<file path="config.mk">
export PLATFORM = sky130hd
export DESIGN_NAME = nsdf_ctrl
export DESIGN_NICKNAME = d
export VERILOG_FILES = /design/src/rtl/core/nsdf_pkg.sv /design/src/rtl/core/nsdf_ctrl.sv
export SDC_FILE = /design/constraint.sdc
export NUM_CORES = 1
export LEC_CHECK = 0
export BUFFER_PORTS_ARGS = -buffer_cell sky130_fd_sc_hd__buf_4
export CAP_MARGIN = 20
export CORE_MARGIN = 2
export CORE_UTILIZATION = 42
export CTS_BUF_LIST = sky130_fd_sc_hd__clkbuf_4 sky130_fd_sc_hd__clkbuf_8
export CTS_CLUSTER_DIAMETER = 150
export DETAILED_ROUTE_END_ITERATION = 8
export PLACE_DENSITY = 0.78
export REMOVE_ABC_BUFFERS = 1
export SYNTH_ARGS = -nofsm -noshare
export SYNTH_HDL_FRONTEND = slang
export SYNTH_SLANG_ARGS = --single-unit
</file>
<file path="constraint.sdc">
create_clock -name clk -period 1.77 [get_ports clk]
set_input_delay 0.531 -clock clk [delete_from_list [all_inputs] [get_ports clk]]
set_output_delay 0.531 -clock clk [all_outputs]
set_load 0.02 [all_outputs]
</file>
<file path="src/rtl/core/nsdf_pkg.sv">
// Shared constants, codes and types for the NSDF pitch estimator.
`timescale 1ns / 1ps
package nsdf_pkg;
  localparam int FRAME_MAX = 1024;
  localparam int FRAME_AW  = $clog2(FRAME_MAX);
  localparam int LEN_W     = FRAME_AW + 1;
  localparam int SMP_W     = 16;
  localparam int NSDF_W    = 17;
  localparam int ACC_W     = 48;
  localparam int PROD_W    = 2 * SMP_W;
  localparam int DIV_NW    = 64;
  localparam int DIV_DW    = 48;
  localparam int DIV_CW    = 7;
  localparam int SR_W      = 18;
  localparam int FREQ_W    = 15;
  localparam int THR_W     = 16;
  localparam int PITCH_W   = 26;
  localparam logic [PITCH_W-1:0] PITCH_LIMIT = 26'd49152000;
  localparam int DEN_W     = 21;
  localparam int NUMR_W    = 32;
  localparam int PP_W      = 46;

  localparam int CFG_IW = 3;
  localparam int CFG_DW = 18;
  localparam logic [CFG_IW-1:0] REG_SAMPLE_RATE = 3'd0;
  localparam logic [CFG_IW-1:0] REG_MIN_FREQ    = 3'd1;
  localparam logic [CFG_IW-1:0] REG_MAX_FREQ    = 3'd2;
  localparam logic [CFG_IW-1:0] REG_THRESHOLD   = 3'd3;
  localparam logic [CFG_IW-1:0] REG_FRAME_SIZE  = 3'd4;

  localparam logic [1:0] DIV_SR_FMAX = 2'd0;
  localparam logic [1:0] DIV_SR_FMIN = 2'd1;
  localparam logic [1:0] DIV_NSDF    = 2'd2;
  localparam logic [1:0] DIV_PITCH   = 2'd3;

  localparam logic [1:0] REF_LEFT  = 2'd0;
  localparam logic [1:0] REF_MID   = 2'd1;
  localparam logic [1:0] REF_RIGHT = 2'd2;

  typedef struct packed {
    logic       smp_wr;
    logic       fill_clr;
    logic       div_start;
    logic [1:0] div_sel;
    logic       lag_min_ld;
    logic       lag_max_ld;
    logic       tau_clr;
    logic       tau_inc;
    logic       mac_clr;
    logic       mac_issue;
    logic       nsdf_wr;
    logic       scan_init;
    logic       scan_ev;
    logic       ref_rd;
    logic [1:0] ref_sel;
    logic       cap_s0;
    logic       cap_s1;
    logic       cap_s2;
    logic       calc;
    logic       pq_plain;
    logic       pq_ref;
    logic       res_none;
    logic       res_pitch;
  } nsdf_cmd_t;

  typedef struct packed {
    logic last_smp;
    logic div_done;
    logic lag_empty;
    logic mac_more;
    logic pipe_busy;
    logic tau_last;
    logic scan_done;
    logic best_none;
    logic refine;
    logic rden_zero;
    logic bad;
  } nsdf_sts_t;
endpackage

</file>
<file path="src/rtl/core/nsdf_ctrl.sv">
// Controller state machine sequencing capture, NSDF, scan and refinement.
`timescale 1ns / 1ps
module nsdf_ctrl (
  input  logic                 clk,
  input  logic                 rst_n,
  input  logic                 start,
  output logic                 busy,
  input  nsdf_pkg::nsdf_sts_t  sts,
  output nsdf_pkg::nsdf_cmd_t  cmd
);
  localparam logic [4:0] S_IDLE   = 5'd0;
  localparam logic [4:0] S_DIV1   = 5'd1;
  localparam logic [4:0] S_DIV2   = 5'd2;
  localparam logic [4:0] S_CHK    = 5'd3;
  localparam logic [4:0] S_MAC    = 5'd4;
  localparam logic [4:0] S_DRAIN  = 5'd5;
  localparam logic [4:0] S_NDIV   = 5'd6;
  localparam logic [4:0] S_SRD    = 5'd7;
  localparam logic [4:0] S_SEV    = 5'd8;
  localparam logic [4:0] S_BEST   = 5'd9;
  localparam logic [4:0] S_R1     = 5'd10;
  localparam logic [4:0] S_R2     = 5'd11;
  localparam logic [4:0] S_R3     = 5'd12;
  localparam logic [4:0] S_R4     = 5'd13;
  localparam logic [4:0] S_R5     = 5'd14;
  localparam logic [4:0] S_R6     = 5'd15;
  localparam logic [4:0] S_PSTART = 5'd16;
  localparam logic [4:0] S_PDIV   = 5'd17;

  logic [4:0] state_r, state_nxt;

  always_ff @(posedge clk) begin
    if (!rst_n) state_r <= S_IDLE;
    else state_r <= state_nxt;
  end

  assign busy = state_r != S_IDLE;

  always_comb begin
    cmd       = '0;
    state_nxt = state_r;
    case (state_r)
      S_IDLE: begin
        if (start) begin
          cmd.smp_wr = 1'b1;
          if (sts.last_smp) begin
            cmd.fill_clr  = 1'b1;
            cmd.div_start = 1'b1;
            cmd.div_sel   = nsdf_pkg::DIV_SR_FMAX;
            state_nxt     = S_DIV1;
          end
        end
      end
      S_DIV1: begin
        if (sts.div_done) begin
          cmd.lag_min_ld = 1'b1;
          cmd.div_start  = 1'b1;
          cmd.div_sel    = nsdf_pkg::DIV_SR_FMIN;
          state_nxt      = S_DIV2;
        end
      end
      S_DIV2: begin
        if (sts.div_done) begin
          cmd.lag_max_ld = 1'b1;
          state_nxt      = S_CHK;
        end
      end
      S_CHK: begin
        if (sts.lag_empty) begin
          cmd.res_none = 1'b1;
          state_nxt    = S_IDLE;
        end else begin
          cmd.tau_clr = 1'b1;
          cmd.mac_clr = 1'b1;
          state_nxt   = S_MAC;
        end
      end
      S_MAC: begin
        if (sts.mac_more) cmd.mac_issue = 1'b1;
        else state_nxt = S_DRAIN;
      end
      S_DRAIN: begin
        if (!sts.pipe_busy) begin
          cmd.div_start = 1'b1;
          cmd.div_sel   = nsdf_pkg::DIV_NSDF;
          state_nxt     = S_NDIV;
        end
      end
      S_NDIV: begin
        cmd.div_sel = nsdf_pkg::DIV_NSDF;
        if (sts.div_done) begin
          cmd.nsdf_wr = 1'b1;
          if (sts.tau_last) begin
            cmd.scan_init = 1'b1;
            state_nxt     = S_SRD;
          end else begin
            cmd.tau_inc = 1'b1;
            cmd.mac_clr = 1'b1;
            state_nxt   = S_MAC;
          end
        end
      end
      S_SRD: state_nxt = S_SEV;
      S_SEV: begin
        cmd.scan_ev = 1'b1;
        state_nxt   = sts.scan_done ? S_BEST : S_SRD;
      end
      S_BEST: begin
        if (sts.best_none) begin
          cmd.res_none = 1'b1;
          state_nxt    = S_IDLE;
        end else if (sts.refine) begin
          cmd.ref_rd  = 1'b1;
          cmd.ref_sel = nsdf_pkg::REF_LEFT;
          state_nxt   = S_R1;
        end else begin
          cmd.pq_plain = 1'b1;
          state_nxt    = S_PSTART;
        end
      end
      S_R1: begin
        cmd.ref_rd  = 1'b1;
        cmd.ref_sel = nsdf_pkg::REF_MID;
        cmd.cap_s0  = 1'b1;
        state_nxt   = S_R2;
      end
      S_R2: begin
        cmd.ref_rd  = 1'b1;
        cmd.ref_sel = nsdf_pkg::REF_RIGHT;
        cmd.cap_s1  = 1'b1;
        state_nxt   = S_R3;
      end
      S_R3: begin
        cmd.cap_s2 = 1'b1;
        state_nxt  = S_R4;
      end
      S_R4: begin
        cmd.calc  = 1'b1;
        state_nxt = S_R5;
      end
      S_R5: begin
        cmd.calc  = 1'b1;
        state_nxt = S_R6;
      end
      S_R6: begin
        if (sts.rden_zero) begin
          cmd.pq_plain = 1'b1;
          state_nxt    = S_PSTART;
        end else if (sts.bad) begin
          cmd.res_none = 1'b1;
          state_nxt    = S_IDLE;
        end else begin
          cmd.pq_ref = 1'b1;
          state_nxt  = S_PSTART;
        end
      end
      S_PSTART: begin
        cmd.div_start = 1'b1;
        cmd.div_sel   = nsdf_pkg::DIV_PITCH;
        state_nxt     = S_PDIV;
      end
      S_PDIV: begin
        cmd.div_sel = nsdf_pkg::DIV_PITCH;
        if (sts.div_done) begin
          cmd.res_pitch = 1'b1;
          state_nxt     = S_IDLE;
        end
      end
      default: state_nxt = S_IDLE;
    endcase
  end
endmodule
</file>
==> flow_summary.ini, run 1 <==
[outcome]
outcome = did not finish
haltStage = 5_1_grt
tool.error = [ERROR DPL-0038] Utilization greater than 100%, impossible to legalize

[cts]
cts_root_buffer = clkbuf_4
cts_hold_buf = 0
clk_path_buf_depth = 2
clock_sinks = 5
numCtsBuffers = 3
htreeDepth = 1

[place]
dpl_cell_area_um2 = 1294
dp_hpwl_mm = 2.187
place_congestion = 0.8755
io_buffers = 39

[logic_synthesis]
yosys.area_share.adder_pct = 0
synth-edff-count = 0
syn_area_um2 = 787.0
synth_compound_area_share_pct = 24.01
synthMuxAreaShare_pct = 1.272
synth_simple_gate_area_share_pct = 50.56
synth.avg_cell_area_um2 = 6.398
syn-instance-count = 123
synth_seq_area_share_pct = 12.72
synth-seq-cells = 5
ys.flop_type = dfxtp_1
synth.distinct_cells = 42
yosys_warnings = 0
postSynth.asyncResetShare_pct = 0
synth_top_family_by_area = simple AND/OR/NAND/NOR gates
synthXorXnorAreaFrac_pct = 2.226

[floorplanning]
initial_core_util_pct = 45.09
ios = 40
rows = 15
fp.dieH_um = 47.29
die_w_um = 47.29

[sta]
worst_endpoint_kind = output port
worst_endpoint = cmd[22]

[grt]
grt_max_degree = 16
[synth_stat cells (2+ instances only)]
library cell   n  share of area, %
o21ai_0        5               3.2
nand2_1        9               4.3
nor2b_1        4               3.2
nand3b_1       2               1.9
inv_1          4               1.9
a211oi_1       3               2.9
or4b_1         2               2.5
nor4_1         3               2.4
clkbuf_1       4               1.9
nand4_1        2               1.6
or2_2          2               1.6
o21a_1         2               1.9
nor2_1        16               7.6
dfxtp_1        5                13
nor3_1         4               2.5
buf_2          7               4.5
nand2b_1       6               4.8
a31oi_1        4               3.2
nand3_1        4               2.5
a21oi_1        7               4.5
and3_1         2               1.6
nor3b_1        6               5.7
[per-stage QoR]
stage	setup slack [ps]	TNS, ps	utilization [%]	hold WS, ps	cells
2_1_floorplan	-688.6	-6543	-	648.5	111
3_3_place_gp	-334.7	-1444	74.12	778.4	207
3_5_place_dp	-358.7	-1764	74.12	791.9	207
4_1_cts	-336.1	-4553	85.81	538.9	216
[logic make-up after synthesis]
group,count (synthesis)
buffers and inverters,16
AO/OA/AOI/OAI,29
multiplexers,1
AND/OR/NAND/NOR,70
XOR/XNOR,2
flip-flops,5
[repair_timing]
| action | CTS |
|---|---|
| setup endpoints to repair | 26 |
| buffers inserted | 5 |
| pin swaps | 6 |
| gates resized for setup | 35 |
==> run 2: changes to the inputs <==
--- a/config.mk
+++ b/config.mk
@@ -7,12 +7,10 @@
 export LEC_CHECK = 0
 export BUFFER_PORTS_ARGS = -buffer_cell sky130_fd_sc_hd__buf_4
 export CAP_MARGIN = 20
-export CORE_MARGIN = 2
-export CORE_UTILIZATION = 42
-export CTS_BUF_LIST = sky130_fd_sc_hd__clkbuf_4 sky130_fd_sc_hd__clkbuf_8
-export CTS_CLUSTER_DIAMETER = 150
+export CORE_AREA = 2 2 63 65
 export DETAILED_ROUTE_END_ITERATION = 8
-export PLACE_DENSITY = 0.78
+export DIE_AREA = 0 0 65 67
+export PLACE_DENSITY_LB_ADDON = 0.15
 export REMOVE_ABC_BUFFERS = 1
 export SYNTH_ARGS = -nofsm -noshare
 export SYNTH_HDL_FRONTEND = slang
==> constraint.sdc (replaced) <==
create_clock -name clk -period 2.3 [get_ports clk]
set_input_delay 0.69 -clock clk [delete_from_list [all_inputs] [get_ports clk]]
set_output_delay 0.69 -clock clk [all_outputs]
set_load 0.02 [all_outputs]
==> flow_summary.ini, run 2 <==
[floorplanning]
die_w_um = 65
rows = 22
die_area_um2 = 4355
fp.dieH_um = 67
ios = 40
fp.coreArea_um2 = 3606
initial_core_util_pct = 21.83

[route]
drt-total-wl_mm = 2.888
drt.antenna.violating_nets = 0
first_iter_violations = 19
vias = 1094
firstDrtPassIters = 4
drc_errors = 0
wire_per_inst_um = 13.19
via_per_inst = 4.995

[worst_setup_path]
rr_worst_depth = 4
r2r_slack_ps = 610
required_ps = 1610
end_kind = output port
worst_setup_path_start_kind = input pin
r2r-end = state_r[0]
reg2reg_from = state_r[3]
crit_arrival_ps = 1740
path_class = in2out
path_max_fanout = 2

[power_and_ir_drop]
vdd_drop_max_uv = 420.1
p_leak_nw = 0.5939
power_density_nw_per_um2 = 780.4

[sta]
fin_crit_ps = 2431
fmax_ghz = 0.4114
max_slew.worst_pin.slew_ps = 370.0
fin_ws_ps = -130.7
hold_viol_final = 0
final.setup_skew_ps = 3.094
slew_headroom_pct = 75.07
slew_violations = 0
timing.final.crit_share_pct = 105.7
grt_setup_unrepaired = yes
finalSetupViolCount = 2

[finish]
layout_commonest_cell = buf_4
top_register = state_r
largest_registers = state_r x5
largest_reg_flops = 5
fill_cells = 390
antenna_cells = 0
stdcell_area_um2 = 1329
final_cells = 219
nNetsFinal = 186
area_growth_pct = 68.84
final_cell_mix = 52 x buf_4, 16 x nor2_1, 9 x nand2_1
drive_gt1_share_pct = 41.52

[min_path]
min_to = state_r[0]
hp-start = rst_n
min_path_type = in2reg
whs_path_depth = 2

[logic_synthesis]
synth.distinct_cells = 42
syn-instance-count = 123
synth.most_common_cell = nor2_1
ys.flop_type = dfxtp_1
postSynth.asyncResetShare_pct = 0
synth-seq-cells = 5
synth_common_cells = 16 x nor2_1, 9 x nand2_1, 7 x a21oi_1, 7 x buf_2
synth.avg_cell_area_um2 = 6.398
yosysTopAreaCellShare_pct = 12.72
syn_area_um2 = 787.0
synth_area_leader_cell = dfxtp_1
synth_top_cells_by_area = dfxtp_1 13%, nor2_1 7.6%, nor3b_1 5.7%, nand2b_1 4.8%, a21oi_1 4.5%
synth_seq_area_share_pct = 12.72
yosys_warnings = 0
synth-edff-count = 0

[cts]
clk_latency_ps = 230
clk_path_buf_depth = 2
htreeDepth = 1
clk_pin_slew_ps = 40
cts_hold_buf = 0
numCtsBuffers = 3
cts_tree = done
cts_root_buffer = clkbuf_8
clock_sinks = 5

[grt]
grt_max_degree = 26
grt_usage_pct = 13.16
grt.overflow.total = 0
antenna_found_initial = 0
gr-usage-met1_pct = 15.48
grt_pass1_wl_mm = 4.464
grt.met2_usage_pct = 22.94
gr-max-usage-layer = met2
grt_util_met3_pct = 3.378
grt_pass1_vias = 985

[place]
post-place-ws_ps = -139.9
place_congestion = 0.7676
dp_hpwl_mm = 2.127
io_buffers = 39
dpl_cell_area_um2 = 1200
dpl.cell_count = 212

[run]
max-cap-violations = 0

[outcome]
outcome = finished with violations
violations = negative setup slack
## run 2: cell counts after synthesis
Identical to the previous run, type by type.
## run 2: final cells by class
cell class	instances	area, µm²	area share, %
Clock buffer	4	45.04	3.390
Inverter	4	15.01	1.130
Multi-Input combinational cell	102	636.9	47.93
Sequential cell	5	113.9	8.569
Tap cell	48	60.06	4.520
Timing Repair Buffer	56	457.9	34.46
## run 2: critical path, cell delays in order
cell and delay (ps):
buf_6 90, or4bb_4 520, a211oi_1 190, or3_1 140
buf_6 110
## run 2: kinds of logic (layout without fill, tap and decap cells)
logic type,after synthesis,after routing,share of synthesized area [%]
AOI/OAI and AO/OA,29,29,24.01
DFF,5,5,12.72
xor gates and xnor gates,2,2,2.226
and+or+nand+nor,70,70,50.56
buffers and inverters,16,64,9.220
muxes,1,1,1.272
## run 2: how the worst max path moves through the flow
stage,endpoint,slack (ps),startpoint
global placement,cmd[22],-130,sts[6]
finish,cmd[22],-130,sts[6]
detailed placement,cmd[21],-140,sts[6]
global route,cmd[21],-190,sts[6]
CTS,cmd[22],-110,sts[6]
floorplan,cmd[10],-320,state_r[0]
## run 2: per-layer routing
layer	vias up	wire length (µm)
met2	41	1402
li1	548	-
met5	-	0
met3	5	196
met4	0	44
met1	500	1244
## run 2: timing repair
item | in CTS | in global routing
resized for setup | 8 | 7
gates cloned | 0 | 1
setup buffers | 0 | 2
hold endpoints to repair | 0 | 0
endpoints found under the setup margin | 9 | 11
## run 2: report_power, final
group          switching, mW  internal (mW)  leakage, nW
Sequential            0.0616          0.117       0.0438
Combinational          0.344          0.345        0.527
Clock                 0.0505          0.120       0.0228
Total                  0.456          0.581        0.594
## run 2: stage by stage
stage / hold WS (ps) / util, % / total power, mW / TNS (ps)
5_1_grt: 727.6 / 36.85 / 1.117 / -378.5
4_1_cts: 708.8 / 35.05 / 0.9945 / -215.9
6_report: 719.3 / 36.85 / 1.037 / -242.3
2_1_floorplan: 649.2 / - / 0.5061 / -1128
3_5_place_dp: 787.2 / 33.28 / 0.8060 / -278.4
3_3_place_gp: 784.7 / 33.28 / 0.8027 / -264.2
(Power assumes the default switching activity.)
